File: config.mk
export PLATFORM = sky130hd
export DESIGN_NAME = pwm_capture_period_duty
export DESIGN_NICKNAME = d
export VERILOG_FILES = /design/src/sv/pcpd_pkg.sv /design/src/sv/pcpd_conv.sv /design/src/sv/pwm_capture_period_duty.sv
export VERILOG_INCLUDE_DIRS = /design/src /design/src/sv
export SDC_FILE = /design/constraint.sdc
export NUM_CORES = 1
export LEC_CHECK = 0
export BUFFER_PORTS_ARGS = -buffer_cell sky130_fd_sc_hd__buf_2
export CORE_ASPECT_RATIO = 0.8
export CORE_MARGIN = 2
export CORE_UTILIZATION = 50
export CTS_CLUSTER_DIAMETER = 80
export DETAILED_ROUTE_END_ITERATION = 10
export GPL_TIMING_DRIVEN = 0
export HOLD_SLACK_MARGIN = 0.03
export PLACE_DENSITY_LB_ADDON = 0.2
export RECOVER_POWER = 50
export REMOVE_ABC_BUFFERS = 1
export SETUP_SLACK_MARGIN = 0.15
export SKIP_LAST_GASP = 1
export SYNTH_ARGS = -nofsm -noshare
export SYNTH_HDL_FRONTEND = slang
export SYNTH_HIERARCHICAL = 1
export SYNTH_SLANG_ARGS = --single-unit
File: constraint.sdc
create_clock -name clock -period 5.6 [get_ports clock]
set_input_delay 0.84 -clock clock [delete_from_list [all_inputs] [get_ports clock]]
set_output_delay 0.84 -clock clock [all_outputs]
set_load 0.02 [all_outputs]
File: src/sv/assert_macros.svh
// ----------------------------------------------------------------------------
// Assertion macros
// Shared concurrent assertion forms for the capture timer RTL.
// ----------------------------------------------------------------------------
`ifndef ASSERT_MACROS_SVH
`define ASSERT_MACROS_SVH

// same-cycle implication, disabled during reset
`define ASSERT_IMPLIES(label, clk, rst, ante, cons, msg) \
   label: assert property (@(posedge clk) disable iff (rst) (ante) |-> (cons)) \
      else $error(msg);

// next-cycle implication, disabled during reset
`define ASSERT_NEXT(label, clk, rst, ante, cons, msg) \
   label: assert property (@(posedge clk) disable iff (rst) (ante) |=> (cons)) \
      else $error(msg);

`endif

File: src/sv/pcpd_pkg.sv
// ----------------------------------------------------------------------------
// pcpd_pkg
// Types and fixed constants of the PWM period and duty capture block.
// ----------------------------------------------------------------------------
`default_nettype none

package pcpd_pkg;

   localparam int PRESCALE_W  = 17;
   localparam int RELOAD_W    = 16;
   localparam int CLOCK_W     = 29;
   localparam int US_W        = 32;
   localparam int US_CONST_W  = 20;
   localparam int SCALE_W     = PRESCALE_W + US_CONST_W;
   localparam int CSR_INDEX_W = 2;
   localparam int CSR_DATA_W  = 29;

   localparam logic [US_CONST_W-1:0] US_PER_S = 20'd1000000;

   localparam logic [PRESCALE_W-1:0] PRESCALE_RESET = 17'd1;
   localparam logic [RELOAD_W-1:0]   RELOAD_RESET   = 16'hFFFF;
   localparam logic [CLOCK_W-1:0]    CLOCK_RESET    = 29'd64000000;

   typedef logic [CSR_INDEX_W-1:0] csr_index_type;

   localparam csr_index_type CSR_PRESCALE = 2'd0;
   localparam csr_index_type CSR_RELOAD   = 2'd1;
   localparam csr_index_type CSR_CLOCK    = 2'd2;

   // one finished tick-to-microsecond conversion
   typedef struct packed {
      logic            sat;
      logic [US_W-1:0] us;
   } conv_result_type;

endpackage

`default_nettype wire

File: src/sv/pcpd_conv.sv
// ----------------------------------------------------------------------------
// pcpd_conv
// Tick to microsecond converter: shift-add multiply by the scale, then a
// restoring divide by the clock rate, all on one shared add/subtract unit.
// ----------------------------------------------------------------------------
`default_nettype none
`include "assert_macros.svh"

module pcpd_conv #(
   parameter int TICK_W = 17
) (
   input  wire logic                               clock,
   input  wire logic                               reset,
   input  wire logic                               start,
   input  wire logic [TICK_W-1:0]                  ticks,
   input  wire logic [pcpd_pkg::SCALE_W-1:0]       scale,
   input  wire logic [pcpd_pkg::CLOCK_W-1:0]       divisor,
   output      logic                               done,
   output      pcpd_pkg::conv_result_type          result
);

   import pcpd_pkg::*;

   localparam int PROD_W    = TICK_W + SCALE_W;
   localparam int DVD_W     = 2 * US_W;
   localparam int ACC_W     = (PROD_W > DVD_W) ? PROD_W : DVD_W + 1;
   localparam int MAX_STEPS = (TICK_W > US_W) ? TICK_W : US_W;
   localparam int CNT_W     = $clog2(MAX_STEPS);

   typedef enum logic [2:0] {
      C_IDLE,
      C_MUL,
      C_CHECK,
      C_DIV,
      C_DONE
   } conv_state_type;

   conv_state_type          state_ff, state_in;
   logic [ACC_W-1:0]        acc_ff, acc_in;
   logic [ACC_W-1:0]        mcand_ff, mcand_in;
   logic [TICK_W-1:0]       mplier_ff, mplier_in;
   logic [CLOCK_W-1:0]      div_ff, div_in;
   logic [CNT_W-1:0]        step_ff, step_in;
   logic                    sat_ff, sat_in;

   // shared add/subtract unit
   logic [ACC_W-1:0]        op_a, op_b;
   logic                    sub;
   logic [ACC_W:0]          sum;
   logic                    no_borrow;
   logic [US_W-1:0]         rem_sh;
   logic [US_W-1:0]         new_rem;
   logic                    high_set;

   assign rem_sh    = {acc_ff[DVD_W-2:US_W], acc_ff[US_W-1]};
   assign high_set  = |acc_ff[ACC_W-1:DVD_W];

   always_comb begin
      op_a = acc_ff;
      op_b = mplier_ff[0] ? mcand_ff : '0;
      sub  = 1'b0;
      case (state_ff)
         C_CHECK: begin
            op_a = ACC_W'(acc_ff[DVD_W-1:US_W]);
            op_b = ACC_W'(div_ff);
            sub  = 1'b1;
         end
         C_DIV: begin
            op_a = ACC_W'(rem_sh);
            op_b = ACC_W'(div_ff);
            sub  = 1'b1;
         end
         default: ;
      endcase
   end

   assign sum       = {1'b0, op_a} + {1'b0, (sub ? ~op_b : op_b)} + (ACC_W+1)'(sub);
   assign no_borrow = sum[ACC_W];
   assign new_rem   = no_borrow ? sum[US_W-1:0] : rem_sh;

   always_comb begin
      state_in  = state_ff;
      acc_in    = acc_ff;
      mcand_in  = mcand_ff;
      mplier_in = mplier_ff;
      div_in    = div_ff;
      step_in   = step_ff;
      sat_in    = sat_ff;
      case (state_ff)
         C_IDLE: begin
            if (start) begin
               acc_in    = '0;
               mcand_in  = ACC_W'(scale);
               mplier_in = ticks;
               div_in    = divisor;
               step_in   = '0;
               sat_in    = 1'b0;
               state_in  = C_MUL;
            end
         end
         C_MUL: begin
            acc_in    = sum[ACC_W-1:0];
            mcand_in  = {mcand_ff[ACC_W-2:0], 1'b0};
            mplier_in = {1'b0, mplier_ff[TICK_W-1:1]};
            step_in   = step_ff + 1'b1;
            if (step_ff == CNT_W'(TICK_W - 1)) begin
               state_in = C_CHECK;
            end
         end
         C_CHECK: begin
            // product beyond 64 bits, or quotient beyond 32 bits: clamp
            if (high_set || no_borrow) begin
               sat_in   = 1'b1;
               state_in = C_DONE;
            end else begin
               acc_in   = ACC_W'(acc_ff[DVD_W-1:0]);
               step_in  = '0;
               state_in = C_DIV;
            end
         end
         C_DIV: begin
            acc_in  = ACC_W'({new_rem, acc_ff[US_W-2:0], no_borrow});
            step_in = step_ff + 1'b1;
            if (step_ff == CNT_W'(US_W - 1)) begin
               state_in = C_DONE;
            end
         end
         C_DONE: begin
            state_in = C_IDLE;
         end
         default: begin
            state_in = C_IDLE;
         end
      endcase
   end

   always_ff @(posedge clock) begin
      if (reset) begin
         state_ff <= C_IDLE;
      end else begin
         state_ff <= state_in;
      end
      acc_ff    <= acc_in;
      mcand_ff  <= mcand_in;
      mplier_ff <= mplier_in;
      div_ff    <= div_in;
      step_ff   <= step_in;
      sat_ff    <= sat_in;
   end

   assign done       = (state_ff == C_DONE);
   assign result.sat = sat_ff;
   assign result.us  = sat_ff ? '1 : acc_ff[US_W-1:0];

   `ASSERT_IMPLIES(a_start_when_idle, clock, reset, start, state_ff == C_IDLE, "start while busy")
   `ASSERT_IMPLIES(a_done_path, clock, reset, done, $past(state_ff) == C_DIV || $past(state_ff) == C_CHECK, "done outside divide path")
   `ASSERT_IMPLIES(a_divisor_nonzero, clock, reset, state_ff == C_DIV, div_ff != '0, "divide by zero")

endmodule

`default_nettype wire

File: src/sv/pwm_capture_period_duty.sv
// ----------------------------------------------------------------------------
// pwm_capture_period_duty: PWM period and duty from timer input captures.
// A capture word is taken only while idle, so the next word waits until the result word
// of the last is loaded, which waits while an earlier result word is not yet taken.
// A conversion that clamps at the check skips its divide steps.
// Each conversion: COUNTER_WIDTH+1 multiply steps, one check, 32 divide steps.
// Synchronous reset restores the register defaults and the capture state.
// ----------------------------------------------------------------------------
`default_nettype none
`include "assert_macros.svh"

module pwm_capture_period_duty #(
   parameter int  COUNTER_WIDTH = 16,
   localparam int REQ_W = ((COUNTER_WIDTH + 7) / 8) * 8,
   localparam int RSP_RAW_W = 2 * COUNTER_WIDTH + 1 + 2 * pcpd_pkg::US_W + 2,
   localparam int RSP_W = ((RSP_RAW_W + 7) / 8) * 8
) (
   input  wire logic                                  clock,
   input  wire logic                                  reset,
   input  wire logic                                  req_tvalid,
   output      logic                                  req_tready,
   // captured_count
   input  wire logic [REQ_W-1:0]                      req_tdata,
   output      logic                                  rsp_tvalid,
   input  wire logic                                  rsp_tready,
   // duty_ticks, period_ticks, duty_us, period_us, next_edge_falling, time_saturated
   output      logic [RSP_W-1:0]                      rsp_tdata,
   input  wire logic                                  csr_valid,
   output      logic                                  csr_ready,
   input  wire logic [pcpd_pkg::CSR_INDEX_W-1:0]      csr_index,
   input  wire logic [pcpd_pkg::CSR_DATA_W-1:0]       csr_data
);

   import pcpd_pkg::*;

   localparam int CW     = COUNTER_WIDTH;
   localparam int TICK_W = COUNTER_WIDTH + 1;

   typedef enum logic [2:0] {
      T_IDLE,
      T_DUTY_GO,
      T_DUTY_WAIT,
      T_PER_GO,
      T_PER_WAIT,
      T_OUT
   } top_state_type;

   top_state_type          state_ff;
   logic [PRESCALE_W-1:0]  prescale_ff;
   logic [RELOAD_W-1:0]    reload_ff;
   logic [CLOCK_W-1:0]     clock_hz_ff;

   logic [CW-1:0]          prev_count_ff;
   logic                   prev_valid_ff;
   logic                   expect_falling_ff;
   logic [CW-1:0]          duty_ff;
   logic [TICK_W-1:0]      period_ff;

   logic [SCALE_W-1:0]     scale_ff;
   logic [CLOCK_W-1:0]     divisor_ff;
   logic [US_W-1:0]        duty_us_ff;
   logic                   sat_ff;
   logic                   rsp_valid_ff;
   logic [RSP_W-1:0]       rsp_data_ff;

   logic                   req_fire;
   logic [CW-1:0]          cnt;
   logic [RELOAD_W:0]      reload_p1;
   logic [CW-1:0]          tick;
   logic [TICK_W-1:0]      period_sum;
   logic                   conv_start;
   logic [TICK_W-1:0]      conv_ticks;
   logic                   conv_done;
   conv_result_type        conv_res;

   assign req_tready = (state_ff == T_IDLE);
   assign req_fire   = req_tvalid && req_tready;
   assign csr_ready  = 1'b1;

   // distance from the previous capture, wrapped at auto_reload + 1
   assign cnt        = req_tdata[CW-1:0];
   assign reload_p1  = {1'b0, reload_ff} + 1'b1;
   assign tick       = cnt - prev_count_ff + ((cnt < prev_count_ff) ? CW'(reload_p1) : '0);
   assign period_sum = {1'b0, duty_ff} + {1'b0, tick};

   assign conv_start = (state_ff == T_DUTY_GO) || (state_ff == T_PER_GO);
   assign conv_ticks = (state_ff == T_DUTY_GO) ? TICK_W'(duty_ff) : period_ff;

   pcpd_conv #(
      .TICK_W (TICK_W)
   ) u_conv (
      .clock   (clock),
      .reset   (reset),
      .start   (conv_start),
      .ticks   (conv_ticks),
      .scale   (scale_ff),
      .divisor (divisor_ff),
      .done    (conv_done),
      .result  (conv_res)
   );

   always_ff @(posedge clock) begin
      if (reset) begin
         state_ff          <= T_IDLE;
         prescale_ff       <= PRESCALE_RESET;
         reload_ff         <= RELOAD_RESET;
         clock_hz_ff       <= CLOCK_RESET;
         prev_count_ff     <= '0;
         prev_valid_ff     <= 1'b0;
         expect_falling_ff <= 1'b1;
         duty_ff           <= '0;
         period_ff         <= '0;
         rsp_valid_ff      <= 1'b0;
      end else begin
         if (csr_valid && csr_ready) begin
            case (csr_index)
               CSR_PRESCALE: prescale_ff <= csr_data[PRESCALE_W-1:0];
               CSR_RELOAD:   reload_ff   <= csr_data[RELOAD_W-1:0];
               CSR_CLOCK:    clock_hz_ff <= csr_data[CLOCK_W-1:0];
               default: ;
            endcase
         end

         if (rsp_valid_ff && rsp_tready && (state_ff != T_OUT)) begin
            rsp_valid_ff <= 1'b0;
         end

         case (state_ff)
            T_IDLE: begin
               if (req_fire) begin
                  if (prev_valid_ff) begin
                     if (expect_falling_ff) begin
                        duty_ff <= tick;
                     end else if (duty_ff != '0) begin
                        period_ff <= period_sum;
                     end
                  end
                  expect_falling_ff <= !expect_falling_ff;
                  prev_count_ff     <= cnt;
                  prev_valid_ff     <= 1'b1;
                  scale_ff          <= SCALE_W'(prescale_ff) * SCALE_W'(US_PER_S);
                  divisor_ff        <= (clock_hz_ff == '0) ? CLOCK_W'(1) : clock_hz_ff;
                  state_ff          <= T_DUTY_GO;
               end
            end
            T_DUTY_GO: begin
               state_ff <= T_DUTY_WAIT;
            end
            T_DUTY_WAIT: begin
               if (conv_done) begin
                  duty_us_ff <= conv_res.us;
                  sat_ff     <= conv_res.sat;
                  state_ff   <= T_PER_GO;
               end
            end
            T_PER_GO: begin
               state_ff <= T_PER_WAIT;
            end
            T_PER_WAIT: begin
               if (conv_done) begin
                  state_ff <= T_OUT;
               end
            end
            T_OUT: begin
               // hold until the output register is free; the converter keeps its result
               if (!rsp_valid_ff || rsp_tready) begin
                  rsp_data_ff  <= RSP_W'({sat_ff | conv_res.sat, expect_falling_ff,
                                          conv_res.us, duty_us_ff, period_ff, duty_ff});
                  rsp_valid_ff <= 1'b1;
                  state_ff     <= T_IDLE;
               end
            end
            default: begin
               state_ff <= T_IDLE;
            end
         endcase
      end
   end

   assign rsp_tvalid = rsp_valid_ff;
   assign rsp_tdata  = rsp_data_ff;

   `ASSERT_NEXT(a_polarity_flips, clock, reset, req_fire, expect_falling_ff != $past(expect_falling_ff), "polarity did not toggle")
   `ASSERT_IMPLIES(a_done_expected, clock, reset, conv_done, state_ff == T_DUTY_WAIT || state_ff == T_PER_WAIT, "unexpected conversion done")
   `ASSERT_IMPLIES(a_rsp_from_out, clock, reset, rsp_valid_ff && !$past(rsp_valid_ff), $past(state_ff) == T_OUT, "result word loaded outside output state")

endmodule

`default_nettype wire

==> flow_summary.yaml, run 1 <==
synth:
  synth_simple_gate_area_share: 0.165
  synth_cell_type_count: 83
  synth-compound-area-share: 0.121
  synth-edff-count: 374
  synth-adder-area-share: 0.145
  synth_top_family_by_area: "simple AND/OR/NAND/NOR gates"
  synthArstFlopShare: 0
  synth_xor_area_frac: 0.0373
  avgSynthCellArea_um2: 9.87
  postSynthCellCount: 3048
  syn_area_mm2: 0.0301
  yosysWarnings: 6
  synth_seq_cells: 494
  muxShareOfSynthArea: 0.0350
  ys.flop_type: "edfxtp_1"
  seq_area_frac_synth: 0.453
floorplan:
  die_width_um: 278
  core_area_mm2: 0.0596
  die_h_um: 223
  die_area_mm2: 0.0621
  rows: 80
  io_pins: 159
  start_util: 0.505
pwr:
  power.leakage_nw: 14.3
  combinationalPowerShare: 0.370
  p_switching_w: 0.00495
  power_density_mw_per_mm2: 397
  ir_drop_v: 0.000237
  swShare: 0.363
  intPower_w: 0.00867
  clkPwrFrac: 0.275
  seqPwrFrac: 0.355
run:
  drv.max_cap_violation_count: 6
sta:
  drv_slew: 155
  max_freq_ghz: 0.181
  worstMarginPinSlew_ns: 2.07
  fin_crit_sh: 0.984
  setup_viol: 0
  rsz0062_at_grt: "true"
  hold_violations: 0
  skew_ns: 0.0397
  layout_min_cycle_time_ns: 5.51
  max_slew_margin: -0.386
  holdWs_ns: 0.401
cts:
  cts_root_buf: "clkbuf_16"
  cts-htree-levels: 2
  cts_sinks: 494
  clk_pin_slew_ns: 0.07
  cts_buffers: 53
  cts.path.max_buffers: 3
  hold_buffers: 0
  clock_latency_ns: 0.62
  cts_tree: "yes"
critical_path:
  end_kind: "register"
  worstSetupPathType: "reg2reg"
  crit_path_max_fanout: 7
  crit_required_ns: 6.14
  start_kind: "register"
  critPathArrivalTime_ns: 6.05
grt:
  overflow: 0
  grt_max_degree: 82
  grt_usage: 0.247
  grt_pass1_wl_um: 121000
  grt_pass1_vias: 21900
  antenna_found_initial: 0
status:
  status: "finished, violations left"
  violations: "capacitance limit, slew limit"
placed_design:
  portBuffers: 152
  gp_congestion: 0.947
  place_area_mm2: 0.0317
  dp.final_hpwl_um: 58000
finish:
  finalNetCount: 3509
  postLayoutCellArea_mm2: 0.0343
  drive_above_1_share: 0.117
  nFillCells: 5186
  syn2layout_area_growth_pct: 14.1
  diodes: 0
detailed_routing:
  ant_nets: 0
  routed_via_density: 5.71
  drc_errors: 0
  first_pass_iters: 6
  routedWlPerCell_um: 19.9
  vias: 22700
  first_iter_violations: 1670
  finalWirelength_um: 79000
min_path:
  min-delay-path-class: "reg2reg"
==> power groups by stage <==
stage          Clock, W  Sequential (W)  Combinational [W]
2_1_floorplan         0         0.00482            0.00329
3_3_place_gp          0         0.00498            0.00438
6_report        0.00374         0.00484            0.00504
4_1_cts         0.00381         0.00483            0.00476
5_1_grt         0.00395         0.00488            0.00553
3_5_place_dp          0         0.00491            0.00458
==> synthesized netlist by cell type, types with 19 or more instances <==
cell        n  share of area
o21ai_0   118          0.020
and3_1     46         0.0096
clkbuf_1  152          0.019
o21bai_1   23         0.0057
and2_1     45         0.0094
nand4_1    33         0.0069
nand3_1    87          0.014
a21oi_1   230          0.038
a31oi_1    19         0.0040
dfxtp_1   120          0.080
edfxtp_1  374           0.37
xnor2_1    85          0.025
mux2i_1    86          0.029
nor2_1    137          0.017
o22ai_1    21         0.0044
or2_2      36         0.0075
fa_1       77          0.051
a211oi_1   29         0.0072
nand2_1   586          0.073
ha_1      225          0.094
inv_1     155          0.019
nor3_1     29         0.0048
xor2_1     43          0.013
a21o_1     38         0.0095
==> what timing repair did <==
action	CTS	global route
gates resized for setup	51	81
pin swaps	23	59
setup endpoints to repair	32	32
setup buffers	17	23
cloned	0	2
==> state kept, by name, indices dropped and copies added (netlist names), 3 cells and up <==
register / count
u_conv/acc_ff: 65
rsp_tdata: 99
u_conv/div_ff: 29
duty_us_ff: 32
prescale_ff: 17
period_ff: 17
duty_ff: 16
reload_ff: 16
u_conv/mplier_ff: 17
u_conv/mcand_ff: 65
prev_count_ff: 16
scale_ff: 31
clock_hz_ff: 29
u_conv/step_ff: 5
u_conv/state_ff: 3
divisor_ff: 29
state_ff: 3
==> worst max-delay path: stages, from the launching register on <==
cell and delay [ns]:
dfxtp_2 0.35, inv_1 0.05, ha_1 0.28, nand2_2 0.10, o21ai_2 0.08, nor4_2 0.29, a21boi_2 0.11, o21a_1 0.22
nor2_4 0.16, buf_12 0.15, nand2_4 0.05, fa_1 0.57, inv_1 0.10, ha_4 0.23, a211oi_2 0.29, o21ai_2 0.15
a211oi_4 0.39, xnor2_2 0.21, ha_4 0.27, and3_4 0.19, a211oi_4 0.24, nand2_1 0.10, a211oi_2 0.27, o31ai_2 0.10
xor2_1 0.23, mux2i_1 0.10, nor2_1 0.15
==> cell families (layout without fill, tap and decap cells) <==
logic type,after synthesis,count (layout)
AOI/OAI and AO/OA,595,595
xor gates and xnor gates,128,128
adders and majority gates,302,302
buffers and inverters,334,475
DFF,494,494
muxes,103,103
other,2,12
and+or+nand+nor,1090,1091
==> layer usage <==
layer  vias to the layer above  routed length, µm  global-route usage
met5                         -                  0                   0
met1                     11000              36200               0.351
li1                      10900                  -                   -
met2                       697              37200               0.406
met3                        96               4050              0.0267
met4                         0               1560              0.0575
==> layout by cell type (no fill, tap or decap), types with 9 or more instances in the layout <==
master,netlist,layout
a211oi_1,29,22
a21o_1,38,38
a21oi_1,230,220
a21oi_2,2,10
a31oi_1,19,17
and2_1,45,44
and3_1,46,45
buf_12,0,11
buf_2,4,49
buf_4,9,36
clkbuf_1,152,121
clkbuf_16,0,56
conb_1,2,12
dfxtp_1,120,103
dfxtp_4,0,9
edfxtp_1,374,374
fa_1,77,75
ha_1,225,206
ha_4,0,16
inv_1,155,150
mux2_2,17,17
mux2i_1,86,86
nand2_1,586,581
nand2b_1,16,14
nand3_1,87,87
nand4_1,33,33
nor2_1,137,133
nor2b_1,17,16
nor3_1,29,27
nor4_1,15,13
o211ai_1,12,12
o21a_1,14,14
o21ai_0,118,115
o21ai_1,16,11
o21bai_1,23,23
o22ai_1,21,20
or2_2,36,35
xnor2_1,85,81
xor2_1,43,43
==> final timing paths <==
check	slack [ns]	depth (start not counted)	startpoint	endpoint
setup / recovery	0.09	26	prev_count_ff[6]	period_ff[15]
setup reg to reg	0.09	26	prev_count_ff[6]	period_ff[15]
hold / removal	0.40	0	divisor_ff[21]	u_conv/div_ff[21]
hold reg to reg	0.40	0	divisor_ff[21]	u_conv/div_ff[21]
==> final cells by class <==
type | count | area [µm²] | share of cell area
clock buffer | 64 | 1420 | 0.0414
clock inverter | 36 | 449 | 0.0131
inverter | 155 | 582 | 0.0170
multi-input combinational | 2231 | 15800 | 0.460
sequential | 494 | 13700 | 0.399
tap | 779 | 975 | 0.0284
timing repair buffer | 220 | 1420 | 0.0412
==> stage by stage <==
step           cells  setup TNS [ns]  power, W   util  worst slack [ns]
3_5_place_dp    3837          -12.92   0.00949  0.533             -1.44
5_1_grt         3979          -0.271    0.0144  0.576            -0.115
3_3_place_gp    3810        -1667.05   0.00935  0.523             -7.50
4_1_cts         3954               0    0.0134  0.571            0.0643
6_report        3979               0    0.0136  0.576            0.0885
2_1_floorplan   2879         -233.55   0.00810      -             -2.67
No activity file was read; power rests on OpenSTA's default activity.
==> run 2: changes to the inputs <==
--- a/config.mk
+++ b/config.mk
@@ -10,6 +10,7 @@
 export CORE_ASPECT_RATIO = 0.8
 export CORE_MARGIN = 2
 export CORE_UTILIZATION = 50
+export CTS_BUF_LIST = sky130_fd_sc_hd__clkbuf_8
 export CTS_CLUSTER_DIAMETER = 80
 export DETAILED_ROUTE_END_ITERATION = 10
 export GPL_TIMING_DRIVEN = 0
==> flow_summary.yaml, run 2 (synthesized netlist as in run 1, its figures left out) <==
floorplan:
  die_width_um: 278
  start_util: 0.505
  die_h_um: 223
  die_area_mm2: 0.0621
  rows: 80
  core_area_mm2: 0.0596
  io_pins: 159
placed_design:
  dp.final_hpwl_um: 58000
  place_area_mm2: 0.0317
  portBuffers: 152
  gp_congestion: 0.947
  place_inst: 3837
grt:
  grt_pass1_wl_um: 122000
  grt_max_degree: 82
  grt_pass1_vias: 22200
  antenna_found_initial: 0
  overflow: 0
  grt_usage: 0.250
sta:
  drv_slew: 155
  worstMarginPinSlew_ns: 2.03
  max_slew_margin: -0.355
  layout_min_cycle_time_ns: 5.44
  fin_crit_sh: 0.972
  max_freq_ghz: 0.184
  rsz0062_at_grt: "true"
  setup_viol: 0
  hold_violations: 0
  holdWs_ns: 0.409
  skew_ns: 0.0352
critical_path:
  critical-path-max-stage-delay_ns: 0.49
  critPathArrivalTime_ns: 6.04
  slowest_stage: "fa_1"
  rr_worst_depth: 28
  rr_startpoint: "prev_count_ff[5]"
  start_kind: "register"
  worstSetupPathType: "reg2reg"
  crit_path_max_fanout: 7
  rr_endpoint: "period_ff[15]"
  cpLargestDelayFamily: "compound AO/OA/AOI/OAI gates"
  end_kind: "register"
  r2r_slack_ns: 0.16
  crit_required_ns: 6.20
  cp.buffers_inverters: 3
cts:
  clock_latency_ns: 0.69
  cts_root_buf: "clkbuf_8"
  cts.path.max_buffers: 3
  cts_sinks: 494
  cts_buffers: 83
  clk_pin_slew_ns: 0.06
  cts_tree: "yes"
  cts-htree-levels: 3
  hold_buffers: 0
pwr:
  ir_drop_v: 0.000241
  total_power_w: 0.0130
  p_switching_w: 0.00495
  seqPwrFrac: 0.371
  power_density_mw_per_mm2: 383
  swShare: 0.379
  combinationalPowerShare: 0.386
  power.leakage_nw: 14.3
  clkPwrFrac: 0.243
  intPower_w: 0.00809
finish:
  layout_commonest_cell: "nand2_1"
  nFillCells: 5233
  syn2layout_area_growth_pct: 13.1
  drive_above_1_share: 0.123
  postLayoutCellArea_mm2: 0.0340
  largest_reg_flops: 99
  final_cells: 4030
  ff_latch_area_mm2: 0.0137
  final_cell_mix: "581 x nand2_1, 374 x edfxtp_1, 221 x a21oi_1"
  multiInputGateArea_mm2: 0.0158
  diodes: 0
  final_util: 0.571
  finalNetCount: 3538
detailed_routing:
  first_pass_iters: 5
  routedWlPerCell_um: 19.8
  first_iter_violations: 1683
  vias: 22900
  routed_via_density: 5.68
  ant_nets: 0
  drc_errors: 0
  finalWirelength_um: 79600
min_path:
  min-delay-path-class: "in2reg"
  min-delay-start: "req_tdata[15]"
  hold_end: "prev_count_ff[15]"
  worstHoldPathCells: 3
status:
  violations: "capacitance limit, slew limit"
  status: "finished, violations left"
run:
  drv.max_cap_violation_count: 6
## run 2: cell types whose count changed in the layout (fill, tap and decap cells not counted), moves of 5 or more
cell	previous run	this run
clkbuf_1	121	113
clkbuf_16	56	1
clkbuf_8	1	90
inv_1	150	182
bufinv_16	8	3
## run 2: how the worst max path moves through the flow
stage | start | slack (ns) | endpoint | depth (start not counted)
floorplan | u_conv/state_ff[1] | -2.67 | u_conv/step_ff[0] | 12
global placement | u_conv/state_ff[1] | -7.50 | u_conv/step_ff[4] | 11
detailed placement | req_tdata[5] | -1.44 | period_ff[15] | 29
CTS | prev_count_ff[5] | 0.12 | period_ff[15] | 30
global route | prev_count_ff[7] | -0.02 | period_ff[15] | 27
finish | prev_count_ff[5] | 0.16 | period_ff[15] | 28
## run 2: power by group through the flow
| stage | Sequential (W) | Clock (W) | Combinational (W) |
|---|---|---|---|
| final | 0.00484 | 0.00317 | 0.00503 |
| after global placement | 0.00498 | 0 | 0.00438 |
| after detailed placement | 0.00491 | 0 | 0.00458 |
| after global routing | 0.00488 | 0.00340 | 0.00552 |
| after floorplan | 0.00482 | 0 | 0.00329 |
| after CTS | 0.00484 | 0.00325 | 0.00475 |
## run 2: cell type report
| cell class | instances | share of cell area |
|---|---|---|
| Multi-Input combinational cell | 2231 | 0.463 |
| Sequential cell | 494 | 0.402 |
| Inverter | 155 | 0.0171 |
| Tap cell | 779 | 0.0287 |
| Timing Repair Buffer | 219 | 0.0410 |
| Clock buffer | 90 | 0.0364 |
| Clock inverter | 62 | 0.0113 |
## run 2: through the flow
step,setup TNS [ns],setup slack [ns]
after global routing,-0.0170,-0.0170
after CTS,0,0.124
after global placement,-1667.05,-7.50
final,0,0.158
after floorplan,-233.55,-2.67
after detailed placement,-12.92,-1.44
## run 2: metal layers
layer,track usage,up-vias,part of all wire,wire length (µm)
met5,0,-,0,0
met4,0.0659,0,0.023,1820
met3,0.0374,128,0.056,4480
met2,0.403,697,0.47,37200
met1,0.352,11100,0.45,36200
li1,-,11000,-,-
## run 2: tightest hold or removal path: stages
cell and delay [ns]:
buf_2 0.11, nand2_1 0.05, a21oi_1 0.05
## run 2: timing repair
item | CTS | global route
setup buffers | 18 | 21
gates resized for setup | 52 | 79
endpoints found under the setup margin | 34 | 32
cloned | 0 | 2
pin swaps | 22 | 63
